--- src/rtl/scc_pkg.sv ---
// shared types, constants and crc function for the scratchpad checker
`timescale 1ns / 1ps
`default_nettype none
package scc_pkg;

  localparam int unsigned BYTE_W = 8;
  localparam int unsigned POS_W = 4;
  localparam int unsigned FAULT_W = 3;
  localparam int unsigned STATUS_W = 2;
  localparam int unsigned TEMP_W = 16;

  localparam logic [POS_W-1:0] POS_TEMP_LOW = 4'd0;
  localparam logic [POS_W-1:0] POS_TEMP_HIGH = 4'd1;
  localparam logic [POS_W-1:0] POS_CONFIG = 4'd2;
  localparam logic [POS_W-1:0] POS_CRC = 4'd8;

  localparam logic [BYTE_W-1:0] CRC_POLY_REFL = 8'h8C;
  localparam logic [BYTE_W-1:0] CRC_INIT = 8'h00;

  localparam logic [STATUS_W-1:0] STATUS_OK = 2'd0;
  localparam logic [STATUS_W-1:0] STATUS_CRC_ERR = 2'd1;
  localparam logic [STATUS_W-1:0] STATUS_TC_FAULT = 2'd2;

  typedef struct packed {
    logic [BYTE_W-1:0] scratch_byte;
    logic              sensor_kind;
  } in_word_t;

  typedef struct packed {
    logic signed [TEMP_W-1:0] temp_value;
    logic [STATUS_W-1:0]      status;
    logic [FAULT_W-1:0]       fault_bits;
  } out_word_t;

  // reflected crc-8, lsb first, one byte unrolled
  function automatic logic [BYTE_W-1:0] crc8_update(input logic [BYTE_W-1:0] crc,
                                                    input logic [BYTE_W-1:0] data);
    logic [BYTE_W-1:0] c;
    c = crc ^ data;
    for (int i = 0; i < BYTE_W; i++) begin
      if (c[0]) begin
        c = (c >> 1) ^ CRC_POLY_REFL;
      end else begin
        c = c >> 1;
      end
    end
    return c;
  endfunction

endpackage
`default_nettype wire

--- src/rtl/scc_if.sv ---
// valid/ready channel interfaces for scratchpad bytes and check results
`timescale 1ns / 1ps
`default_nettype none
interface scc_in_if;
  logic                        valid;
  logic                        ready;
  logic [scc_pkg::BYTE_W-1:0]  scratch_byte;
  logic                        sensor_kind;

  modport source (output valid, output scratch_byte, output sensor_kind, input ready);
  modport sink (input valid, input scratch_byte, input sensor_kind, output ready);
endinterface

interface scc_out_if;
  logic                               valid;
  logic                               ready;
  logic signed [scc_pkg::TEMP_W-1:0]  temp_value;
  logic [scc_pkg::STATUS_W-1:0]       status;
  logic [scc_pkg::FAULT_W-1:0]        fault_bits;

  modport source (output valid, output temp_value, output status, output fault_bits,
                  input ready);
  modport sink (input valid, input temp_value, input status, input fault_bits,
                output ready);
endinterface
`default_nettype wire

--- src/rtl/scc_in_stage.sv ---
// input register stage holding one scratchpad word
`timescale 1ns / 1ps
`default_nettype none
module scc_in_stage (
  input  wire logic              clk,
  input  wire logic              rst_n,
  input  wire logic              in_valid,
  output logic                   in_ready,
  input  wire scc_pkg::in_word_t in_word,
  output logic                   word_valid,
  output scc_pkg::in_word_t      word,
  input  wire logic              word_take
);

  logic              valid_r;
  logic              valid_nxt;
  scc_pkg::in_word_t word_r;

  assign in_ready   = !valid_r || word_take;
  assign word_valid = valid_r;
  assign word       = word_r;

  always_comb begin
    valid_nxt = valid_r;
    if (in_valid && in_ready) begin
      valid_nxt = 1'b1;
    end else if (word_take) begin
      valid_nxt = 1'b0;
    end
  end

  always_ff @(posedge clk) begin
    if (!rst_n) begin
      valid_r <= 1'b0;
    end else begin
      valid_r <= valid_nxt;
    end
  end

  always_ff @(posedge clk) begin
    if (in_valid && in_ready) begin
      word_r <= in_word;
    end
  end

endmodule
`default_nettype wire

--- src/rtl/scc_frame.sv ---
// frame tracker: byte position, running crc, captured fields and result build
`timescale 1ns / 1ps
`default_nettype none
module scc_frame (
  input  wire logic              clk,
  input  wire logic              rst_n,
  input  wire logic              take,
  input  wire scc_pkg::in_word_t word,
  output logic                   at_crc_byte,
  output scc_pkg::out_word_t     result
);

  logic [scc_pkg::POS_W-1:0]   pos_r,   pos_nxt;
  logic [scc_pkg::BYTE_W-1:0]  crc_r,   crc_nxt;
  logic [scc_pkg::BYTE_W-1:0]  low_r,   low_nxt;
  logic [scc_pkg::BYTE_W-1:0]  high_r,  high_nxt;
  logic [scc_pkg::FAULT_W-1:0] fault_r, fault_nxt;
  logic                        kind_r,  kind_nxt;
  logic [scc_pkg::BYTE_W-1:0]  crc_base;

  assign at_crc_byte = (pos_r >= scc_pkg::POS_CRC);
  assign crc_base    = (pos_r == scc_pkg::POS_TEMP_LOW) ? scc_pkg::CRC_INIT : crc_r;

  // result for the crc byte; crc mismatch wins over a fault
  always_comb begin
    result.temp_value = '0;
    result.status     = scc_pkg::STATUS_OK;
    result.fault_bits = '0;
    if (word.scratch_byte != crc_r) begin
      result.status = scc_pkg::STATUS_CRC_ERR;
    end else if (kind_r && (fault_r != '0)) begin
      result.status     = scc_pkg::STATUS_TC_FAULT;
      result.fault_bits = fault_r;
    end else begin
      result.temp_value = {high_r, low_r};
    end
  end

  always_comb begin
    pos_nxt   = pos_r;
    crc_nxt   = crc_r;
    low_nxt   = low_r;
    high_nxt  = high_r;
    fault_nxt = fault_r;
    kind_nxt  = kind_r;
    if (take) begin
      if (at_crc_byte) begin
        pos_nxt = scc_pkg::POS_TEMP_LOW;
        crc_nxt = scc_pkg::CRC_INIT;
      end else begin
        case (pos_r)
          scc_pkg::POS_TEMP_LOW: begin
            kind_nxt  = word.sensor_kind;
            fault_nxt = '0;
            low_nxt   = word.scratch_byte;
          end
          scc_pkg::POS_TEMP_HIGH: begin
            high_nxt = word.scratch_byte;
          end
          scc_pkg::POS_CONFIG: begin
            fault_nxt = kind_r ? word.scratch_byte[scc_pkg::FAULT_W-1:0] : '0;
          end
          default: begin
          end
        endcase
        crc_nxt = scc_pkg::crc8_update(crc_base, word.scratch_byte);
        pos_nxt = pos_r + 1'b1;
      end
    end
  end

  always_ff @(posedge clk) begin
    if (!rst_n) begin
      pos_r   <= scc_pkg::POS_TEMP_LOW;
      crc_r   <= scc_pkg::CRC_INIT;
      kind_r  <= 1'b0;
      fault_r <= '0;
    end else begin
      pos_r   <= pos_nxt;
      crc_r   <= crc_nxt;
      kind_r  <= kind_nxt;
      fault_r <= fault_nxt;
    end
  end

  always_ff @(posedge clk) begin
    low_r  <= low_nxt;
    high_r <= high_nxt;
  end

endmodule
`default_nettype wire

--- src/rtl/sensor_scratchpad_checker_core.sv ---
// Scratchpad checker top level. Takes the nine scratchpad bytes of a one-wire bus
// temperature read, one word per cycle, runs the reflected CRC-8 (polynomial 0x8C,
// start 0) over bytes 0 to 7, and after byte 8 gives one result word: raw temperature
// in 1/16 degree, status (ok, crc error, thermocouple fault) and fault flags. Bytes
// 0 to 7 give no result. One input word per clock sustained; the result for byte 8
// is registered, passing the input register, then frame logic into the output
// register. The byte-wide CRC update is fully unrolled within the frame stage.
// Output backpressure stalls the input only when a byte 8 is waiting behind an
// untaken result.
`timescale 1ns / 1ps
`default_nettype none
module sensor_scratchpad_checker_core (
  input  wire logic  clk,
  input  wire logic  rst_n,
  scc_in_if.sink     in_ch,
  scc_out_if.source  out_ch
);

  scc_pkg::in_word_t  in_word;
  scc_pkg::in_word_t  s1_word;
  scc_pkg::out_word_t result;
  scc_pkg::out_word_t out_r;
  logic               s1_valid;
  logic               s1_take;
  logic               at_crc_byte;
  logic               out_free;
  logic               out_valid_r, out_valid_nxt;
  logic               load_out;

  assign in_word.scratch_byte = in_ch.scratch_byte;
  assign in_word.sensor_kind  = in_ch.sensor_kind;

  scc_in_stage u_in_stage (
    .clk        (clk),
    .rst_n      (rst_n),
    .in_valid   (in_ch.valid),
    .in_ready   (in_ch.ready),
    .in_word    (in_word),
    .word_valid (s1_valid),
    .word       (s1_word),
    .word_take  (s1_take)
  );

  scc_frame u_frame (
    .clk         (clk),
    .rst_n       (rst_n),
    .take        (s1_take),
    .word        (s1_word),
    .at_crc_byte (at_crc_byte),
    .result      (result)
  );

  assign out_free = !out_valid_r || out_ch.ready;
  assign s1_take  = s1_valid && (!at_crc_byte || out_free);
  assign load_out = s1_take && at_crc_byte;

  always_comb begin
    out_valid_nxt = out_valid_r;
    if (load_out) begin
      out_valid_nxt = 1'b1;
    end else if (out_ch.ready) begin
      out_valid_nxt = 1'b0;
    end
  end

  always_ff @(posedge clk) begin
    if (!rst_n) begin
      out_valid_r <= 1'b0;
    end else begin
      out_valid_r <= out_valid_nxt;
    end
  end

  always_ff @(posedge clk) begin
    if (load_out) begin
      out_r <= result;
    end
  end

  assign out_ch.valid      = out_valid_r;
  assign out_ch.temp_value = out_r.temp_value;
  assign out_ch.status     = out_r.status;
  assign out_ch.fault_bits = out_r.fault_bits;

endmodule
`default_nettype wire

--- src/flat_wrapper.sv ---
// flat-port wrapper written by rule: the top's interface ports become plain ports
module sensor_scratchpad_checker_core_flat 
  (clk, rst_n, in_ch_valid, in_ch_scratch_byte, in_ch_sensor_kind, in_ch_ready, out_ch_valid, out_ch_temp_value, out_ch_status, out_ch_fault_bits, out_ch_ready);
  scc_in_if in_ch_i ();
  scc_out_if out_ch_i ();
  input  wire logic clk;
  input  wire logic rst_n;
  input wire logic [$bits(in_ch_i.valid)-1:0] in_ch_valid;
  input wire logic [$bits(in_ch_i.scratch_byte)-1:0] in_ch_scratch_byte;
  input wire logic [$bits(in_ch_i.sensor_kind)-1:0] in_ch_sensor_kind;
  output wire logic [$bits(in_ch_i.ready)-1:0] in_ch_ready;
  output wire logic [$bits(out_ch_i.valid)-1:0] out_ch_valid;
  output wire logic [$bits(out_ch_i.temp_value)-1:0] out_ch_temp_value;
  output wire logic [$bits(out_ch_i.status)-1:0] out_ch_status;
  output wire logic [$bits(out_ch_i.fault_bits)-1:0] out_ch_fault_bits;
  input wire logic [$bits(out_ch_i.ready)-1:0] out_ch_ready;
  assign in_ch_i.valid = in_ch_valid;
  assign in_ch_i.scratch_byte = in_ch_scratch_byte;
  assign in_ch_i.sensor_kind = in_ch_sensor_kind;
  assign in_ch_ready = in_ch_i.ready;
  assign out_ch_valid = out_ch_i.valid;
  assign out_ch_temp_value = out_ch_i.temp_value;
  assign out_ch_status = out_ch_i.status;
  assign out_ch_fault_bits = out_ch_i.fault_bits;
  assign out_ch_i.ready = out_ch_ready;
  sensor_scratchpad_checker_core u_core (.clk(clk), .rst_n(rst_n), .in_ch(in_ch_i), .out_ch(out_ch_i));
endmodule
--- config.mk ---
export PLATFORM = sky130hd
export DESIGN_NAME = sensor_scratchpad_checker_core_flat
export DESIGN_NICKNAME = d
export VERILOG_FILES = /design/src/rtl/scc_pkg.sv /design/src/rtl/scc_if.sv /design/src/rtl/scc_in_stage.sv /design/src/rtl/scc_frame.sv /design/src/rtl/sensor_scratchpad_checker_core.sv /design/src/flat_wrapper.sv
export SDC_FILE = /design/constraint.sdc
export NUM_CORES = 1
export LEC_CHECK = 0
export BUFFER_PORTS_ARGS = -buffer_cell sky130_fd_sc_hd__buf_2
export CAP_MARGIN = 20
export CORE_ASPECT_RATIO = 0.8
export CORE_MARGIN = 1
export CORE_UTILIZATION = 40
export CTS_BUF_LIST = sky130_fd_sc_hd__clkbuf_4 sky130_fd_sc_hd__clkbuf_8
export DETAILED_ROUTE_END_ITERATION = 10
export PLACE_DENSITY = 0.59
export SLEW_MARGIN = 25
export SYNTH_ARGS = -nofsm -noshare
export SYNTH_HDL_FRONTEND = slang
export SYNTH_SLANG_ARGS = --single-unit
--- constraint.sdc ---
create_clock -name clk -period 6.9 [get_ports clk]
set_input_delay 1.725 -clock clk [delete_from_list [all_inputs] [get_ports clk]]
set_output_delay 1.725 -clock clk [all_outputs]
set_load 0.03 [all_outputs]
==> results.py, run 1 <==
metrics = {
    "cells_and_area": {
        "final_cell_mix": "edfxtp_1, buf_2, and2_1",
        "n_fill_cell": 600,
        "multi_input_area_um2": 927,
        "layout_commonest_cell": "edfxtp_1",
        "drive_gt1_frac": 0.247,
        "regArea_um2": 1740,
        "antenna_cells": 0,
        "fin_cells": 335,
        "final_nets": 263,
        "synthToLayoutAreaGrowth_pct": 15.4,
    },
    "die": {
        "start_util": 0.422,
        "die-area_um2": 7160,
        "core_area_um2": 6470,
        "num_rows": 26,
        "ioPinCount": 36,
        "chipHeight_um": 75.9,
        "die_w_um": 94.3,
    },
    "synthesis": {
        "synthDistinctLibCells": 39,
        "yosysSeqAreaShare": 0.638,
        "ys.flop_type": "edfxtp_1",
        "async_reset_ff_frac": 0,
        "synth_edf_count": 46,
        "syn-num-nets": 222,
        "avgSynthCellArea_um2": 13.3,
        "synthCells": 205,
        "synth-warning-count": 0,
        "ys_ff_latch": 64,
        "syn_area_um2": 2730,
    },
    "sta": {
        "period_needed_ps": 4070,
        "worstMarginPinSlew_ps": 757,
        "fin_crit_sh": 0.589,
        "grt_setup_unrepaired": "no",
        "fmax_mhz": 246,
        "skew_ps": 8.23,
        "finalHoldViolations": 0,
        "finalMaxSlewViolations": 0,
        "fin_setup_tns_ps": 0,
        "setup_viol": 0,
        "relSlewSlack": 0.494,
    },
    "placed_design": {
        "gp_congestion": 0.760,
        "port_buffers": 35,
        "dp_cells": 319,
        "hpwl_um": 3100,
    },
    "power": {
        "cellPowerDensity_nw_per_um2": 254,
        "p_leak_nw": 1.14,
        "vdd_drop_max_v": 0.000109,
        "finalPower_uw": 800,
    },
    "critical_path": {
        "cp_slowest_stage_delay_ps": 200,
        "critical-path-slowest-cell": "nor2b_1",
        "arrival_ps": 2340,
        "start_kind": "primary input",
        "critPathKind": "in -> out",
        "path_common_cell": "buf_2",
        "cp-end-kind": "primary output",
        "crit_required_ps": 5180,
        "worstPathCellList": "buf_2 -> nor2b_1 -> nand3_1 -> buf_2",
        "worstPathMaxFanout": 4,
    },
    "clock_tree": {
        "clkTransAtPathRegs_ps": 70,
        "cts_tree": "done",
        "post-cts-setup-buffer-count": 0,
        "cts.sinks": 64,
        "clock_tree.buffer_depth": 2,
        "htreeDepth": 3,
        "hold_buffers": 0,
        "cts_root_buf": "clkbuf_8",
        "cts_buffers": 9,
        "clk_latency_ps": 350,
        "cts_resized": 0,
    },
    "flow_run": {
        "max-cap-violations": 0,
    },
    "detailed_routing": {
        "drtIter0Drc": 85,
        "dr.pass1.iters": 4,
        "avgViaCountPerCell": 4.64,
        "wl_per_cell_um": 13.7,
        "drc_errors": 0,
        "drtAntennaViolNets": 0,
        "vias": 1556,
        "wirelength_um": 4600,
    },
    "global_routing": {
        "grt_pass1_wl_um": 7220,
        "grt.total_usage": 0.148,
        "grt_pass1_vias": 1426,
        "grt_antenna_before_repair": 0,
        "grt_start_max_net_pins": 22,
        "gr-total-overflow": 0,
    },
    "hold_path": {
        "min_path_type": "reg -> reg",
    },
    "run_status": {
        "outcome": "completed",
    },
}
-- where the power goes --
group / total, mW / internal (mW) / switching, mW
Combinational: 0.0792 / 0.0397 / 0.0395
Clock: 0.279 / 0.129 / 0.150
Sequential: 0.442 / 0.426 / 0.0154
Total: 0.800 / 0.595 / 0.205
-- cell type report --
| class | instances | area share |
|---|---|---|
| flip-flops and latches | 64 | 0.553 |
| multi-input cells | 130 | 0.294 |
| repair buffers | 37 | 0.0604 |
| inverters | 4 | 0.00477 |
| well taps | 84 | 0.0334 |
| clock inverters | 7 | 0.0147 |
| clock buffers | 9 | 0.0393 |
-- kinds of logic (layout without fill, tap and decap cells) --
family | after synthesis | in the layout | synth area share
AOI/OAI and AO/OA | 24 | 24 | 0.0697
DFF | 64 | 64 | 0.638
buffers and inverters | 11 | 57 | 0.0220
adders and majority gates | 4 | 4 | 0.0183
xor gates and xnor gates | 27 | 27 | 0.100
and+or+nand+nor | 75 | 75 | 0.152
-- critical path, delay by kind of cell --
kind | cells | cell delay (ps)
and+or+nand+nor | 2 | 320
buffers and inverters | 2 | 290
-- synth_stat cells (2+ instances only) --
cell type,n,area (µm²)
xor2_1,14,123
ha_1,4,50.1
dfxtp_1,18,360
nor2_1,6,22.5
a22oi_1,2,15.0
and2_2,2,15.0
nand3_1,9,45.0
a32o_1,2,20.0
xnor2_1,10,87.6
and3_1,3,18.8
inv_1,4,15.0
a21oi_1,3,15.0
edfxtp_1,46,1380
buf_6,2,22.5
nor2b_1,6,37.5
a21boi_0,6,45.0
clkbuf_1,4,15.0
nor4_1,2,12.5
and2b_1,2,15.0
o21ai_0,5,25.0
and2_1,20,125
nand2_1,18,67.6
-- state kept, by name, indices dropped and copies added, names as in the netlist --
name,cells
u_core.out_ch.fault_bits,3
u_core.out_ch.status,2
u_core.out_ch.temp_value,16
u_core.out_ch.valid,1
u_core.u_frame.crc_r,8
u_core.u_frame.fault_r,3
u_core.u_frame.high_r,8
u_core.u_frame.kind_r,1
u_core.u_frame.low_r,8
u_core.u_frame.pos_r,4
u_core.u_in_stage.word,9
u_core.u_in_stage.word_valid,1
-- worst paths after layout --
check / startpoint / end / slack (ps) / depth (start not counted)
setup / recovery: out_ch_ready / in_ch_ready / 2830 / 4
hold / removal: u_core.u_frame.fault_r[1] / u_core.u_frame.fault_r[1] / 470 / 2
setup reg to reg: u_core.u_frame.pos_r[0] / u_core.u_frame.crc_r[1] / 3800 / 8
hold reg to reg: u_core.u_frame.fault_r[1] / u_core.u_frame.fault_r[1] / 470 / 2
-- stage by stage --
stage / hold slack, ps / util / area [µm²] / worst slack [ps]
3_3_place_gp: 469 / 0.460 / 2980 / 2840
4_1_cts: 482 / 0.486 / 3150 / 2830
5_1_grt: 524 / 0.486 / 3150 / 2750
3_5_place_dp: 474 / 0.460 / 2980 / 2830
2_1_floorplan: 449 / - / 2730 / 2960
6_report: 475 / 0.486 / 3150 / 2830
-- per-layer routing --
layer | part of all wire | vias up | global-route usage
li1 | - | 806 | -
met3 | 0.057 | 8 | 0.0659
met2 | 0.42 | 44 | 0.218
met4 | 0.012 | 0 | 0.0718
met1 | 0.51 | 698 | 0.187
met5 | 0 | - | 0
(Power assumes the default switching activity.)
==> run 2: changes to the inputs <==
--- a/config.mk
+++ b/config.mk
@@ -12,7 +12,7 @@
 export CORE_UTILIZATION = 40
 export CTS_BUF_LIST = sky130_fd_sc_hd__clkbuf_4 sky130_fd_sc_hd__clkbuf_8
 export DETAILED_ROUTE_END_ITERATION = 10
-export PLACE_DENSITY = 0.59
+export PLACE_DENSITY = 0.61
 export SLEW_MARGIN = 25
 export SYNTH_ARGS = -nofsm -noshare
 export SYNTH_HDL_FRONTEND = slang
==> constraint.sdc (replaced) <==
create_clock -name clk -period 3.5 [get_ports clk]
set_input_delay 0.875 -clock clk [delete_from_list [all_inputs] [get_ports clk]]
set_output_delay 0.875 -clock clk [all_outputs]
set_load 0.03 [all_outputs]
==> run 2 against run 1 <==
Compared with the run above:
- worst hold slack better by 10 ps
- clock skew about the same
- via count up 4.2%
- clock-buffer cell count up 1
- non-clock buffer count up 2
- register-to-register slack worse by 3400 ps
- cell count up 0.60%
- sequential share of layout area down 1.2 points
- flip-flop and latch count unchanged
- final area up 2.3%
- utilization up 1.1 points
- global-route usage up 0.82 points
==> results.py, run 2 (synthesis gave the netlist of run 1 again) <==
metrics = {
    "detailed_routing": {
        "wl_per_cell_um": 13.9,
        "vias": 1621,
        "drc_errors": 0,
        "avgViaCountPerCell": 4.81,
        "drtAntennaViolNets": 0,
        "wirelength_um": 4700,
        "dr.pass1.iters": 4,
        "drtIter0Drc": 79,
    },
    "die": {
        "ioPinCount": 36,
        "start_util": 0.422,
        "chipHeight_um": 75.9,
        "num_rows": 26,
        "die-area_um2": 7160,
        "core_area_um2": 6470,
        "die_w_um": 94.3,
    },
    "sta": {
        "worstMarginPinSlew_ps": 670,
        "period_needed_ps": 3070,
        "grt_setup_unrepaired": "no",
        "fin_crit_sh": 0.878,
        "fin_setup_tns_ps": 0,
        "setup_viol": 0,
        "fmax_mhz": 325,
        "finalMaxSlewViolations": 0,
        "finalHoldViolations": 0,
        "relSlewSlack": 0.551,
        "skew_ps": 8.59,
    },
    "cells_and_area": {
        "fin_util": 0.498,
        "final_nets": 265,
        "fin_cells": 337,
        "drive_gt1_frac": 0.257,
        "antenna_cells": 0,
        "final_cell_mix": "edfxtp_1, buf_2, and2_1",
        "synthToLayoutAreaGrowth_pct": 18.1,
        "largest_reg_flops": 16,
        "layout_commonest_cell": "edfxtp_1",
    },
    "critical_path": {
        "worstSetupStartpoint": "u_core.u_frame.pos_r[1]",
        "worstPathCellList": "inv_1 -> ha_1 -> or3b_1 -> a221oi_4 -> xnor3_1 -> xnor3_2 -> or3_2 -> nand3_2",
        "worstPathMaxFanout": 10,
        "critPathKind": "reg -> reg",
        "critical-path-slowest-cell": "or3b_1",
        "r2r_cells": 8,
        "worst-path-buf-inv": 1,
        "path_depth": 8,
        "r2r_slack_ps": 430,
        "rr_startpoint": "u_core.u_frame.pos_r[1]",
        "cp_top_family": "simple AND/OR/NAND/NOR gates",
        "crit_required_ps": 3800,
        "r2r_end": "u_core.u_frame.crc_r[1]",
        "start_kind": "flop",
        "cp-end-kind": "flop",
        "arrival_ps": 3370,
        "cp_slowest_stage_delay_ps": 540,
        "cp-endpoint": "u_core.u_frame.crc_r[1]",
    },
    "clock_tree": {
        "clkTransAtPathRegs_ps": 70,
        "cts_resized": 0,
        "cts_buffers": 9,
        "hold_buffers": 0,
        "htreeDepth": 3,
        "cts_root_buf": "clkbuf_8",
        "post-cts-setup-buffer-count": 0,
        "clock_tree.buffer_depth": 2,
        "cts.sinks": 64,
        "clk_latency_ps": 350,
        "cts_tree": "done",
    },
    "power": {
        "p_clk_frac": 0.408,
        "power_switching_uw": 398,
        "vdd_drop_max_v": 0.000232,
        "pwr-share-seq": 0.501,
        "cellPowerDensity_nw_per_um2": 540,
        "p_sw_frac": 0.229,
        "p_int_mw": 1.34,
        "p_leak_nw": 1.18,
        "pwr-share-comb": 0.091,
    },
    "placed_design": {
        "hpwl_um": 3230,
        "gp_congestion": 0.812,
        "port_buffers": 35,
        "dp_cells": 321,
    },
    "hold_path": {
        "worstHoldPathCells": 2,
        "min_path_type": "reg -> reg",
    },
    "global_routing": {
        "grtUsageMet1": 0.190,
        "met3_usage": 0.0749,
        "gr-total-overflow": 0,
        "grt_start_max_net_pins": 22,
        "grt-busiest-layer": "met2",
        "grt_antenna_before_repair": 0,
        "grt_pass1_wl_um": 7620,
        "grt_pass1_vias": 1535,
        "grt.total_usage": 0.156,
        "grt_use_met2": 0.233,
    },
    "run_status": {
        "outcome": "completed",
    },
    "flow_run": {
        "max-cap-violations": 0,
    },
}
run 2: changes by cell type in the layout (fill, tap and decap cells not counted):
cell        previous run  this run
buf_4                  2         4
bufinv_16              0         2
clkbuf_8               9        10
clkinv_1               1         0
clkinv_2               2         1
clkinvlp_4             2         1
run 2: worst min path at each step:
stage | to | startpoint | slack, ps
global placement | u_core.u_frame.fault_r[1] | u_core.u_frame.fault_r[1] | 470
floorplan | u_core.u_frame.fault_r[0] | u_core.u_frame.fault_r[0] | 450
CTS | u_core.u_frame.fault_r[2] | u_core.u_frame.fault_r[2] | 480
finish | u_core.u_frame.fault_r[2] | u_core.u_frame.fault_r[2] | 490
global route | u_core.u_frame.fault_r[1] | u_core.u_frame.fault_r[1] | 520
detailed placement | u_core.u_frame.fault_r[2] | u_core.u_frame.fault_r[2] | 470
run 2: worst register-to-register path: cells and delay by family, from the launching register on:
| kind | cells | cell delay, ps |
|---|---|---|
| simple gates | 3 | 1090 |
| flops | 1 | 350 |
| compound gates | 1 | 420 |
| buf+inv | 1 | 110 |
| fa+ha+maj | 1 | 220 |
| xor+xnor | 2 | 830 |
run 2: final cells by class:
| cell class | instances | area [µm²] |
|---|---|---|
| fillers | 607 | 3250 |
| flip-flops and latches | 64 | 1740 |
| multi-input cells | 130 | 927 |
| repair buffers | 39 | 205 |
| clock buffers | 10 | 138 |
| well taps | 84 | 105 |
| clock inverters | 6 | 90.1 |
| inverters | 4 | 15.0 |
run 2: routing by layer:
layer	vias up	wire length (µm)
met5	-	0
met4	0	74
met3	5	242
met2	40	2010
met1	773	2370
li1	803	-
run 2: power groups by stage:
| stage | registers (mW) | logic, mW | clock network [mW] |
|---|---|---|---|
| after floorplan | 0.877 | 0.132 | 0 |
| after global placement | 0.887 | 0.158 | 0 |
| after detailed placement | 0.888 | 0.158 | 0 |
| after CTS | 0.871 | 0.159 | 0.730 |
| after global routing | 0.875 | 0.176 | 0.773 |
| final | 0.872 | 0.159 | 0.710 |
run 2: metrics by stage:
stage,power (mW),hold WS (ps),setup WS (ps),cell area [µm²]
floorplan,1.01,449,682,2730
global placement,1.05,472,510,2990
detailed placement,1.05,470,432,2990
CTS,1.76,483,422,3220
global route,1.82,518,268,3220
finish,1.74,485,427,3220
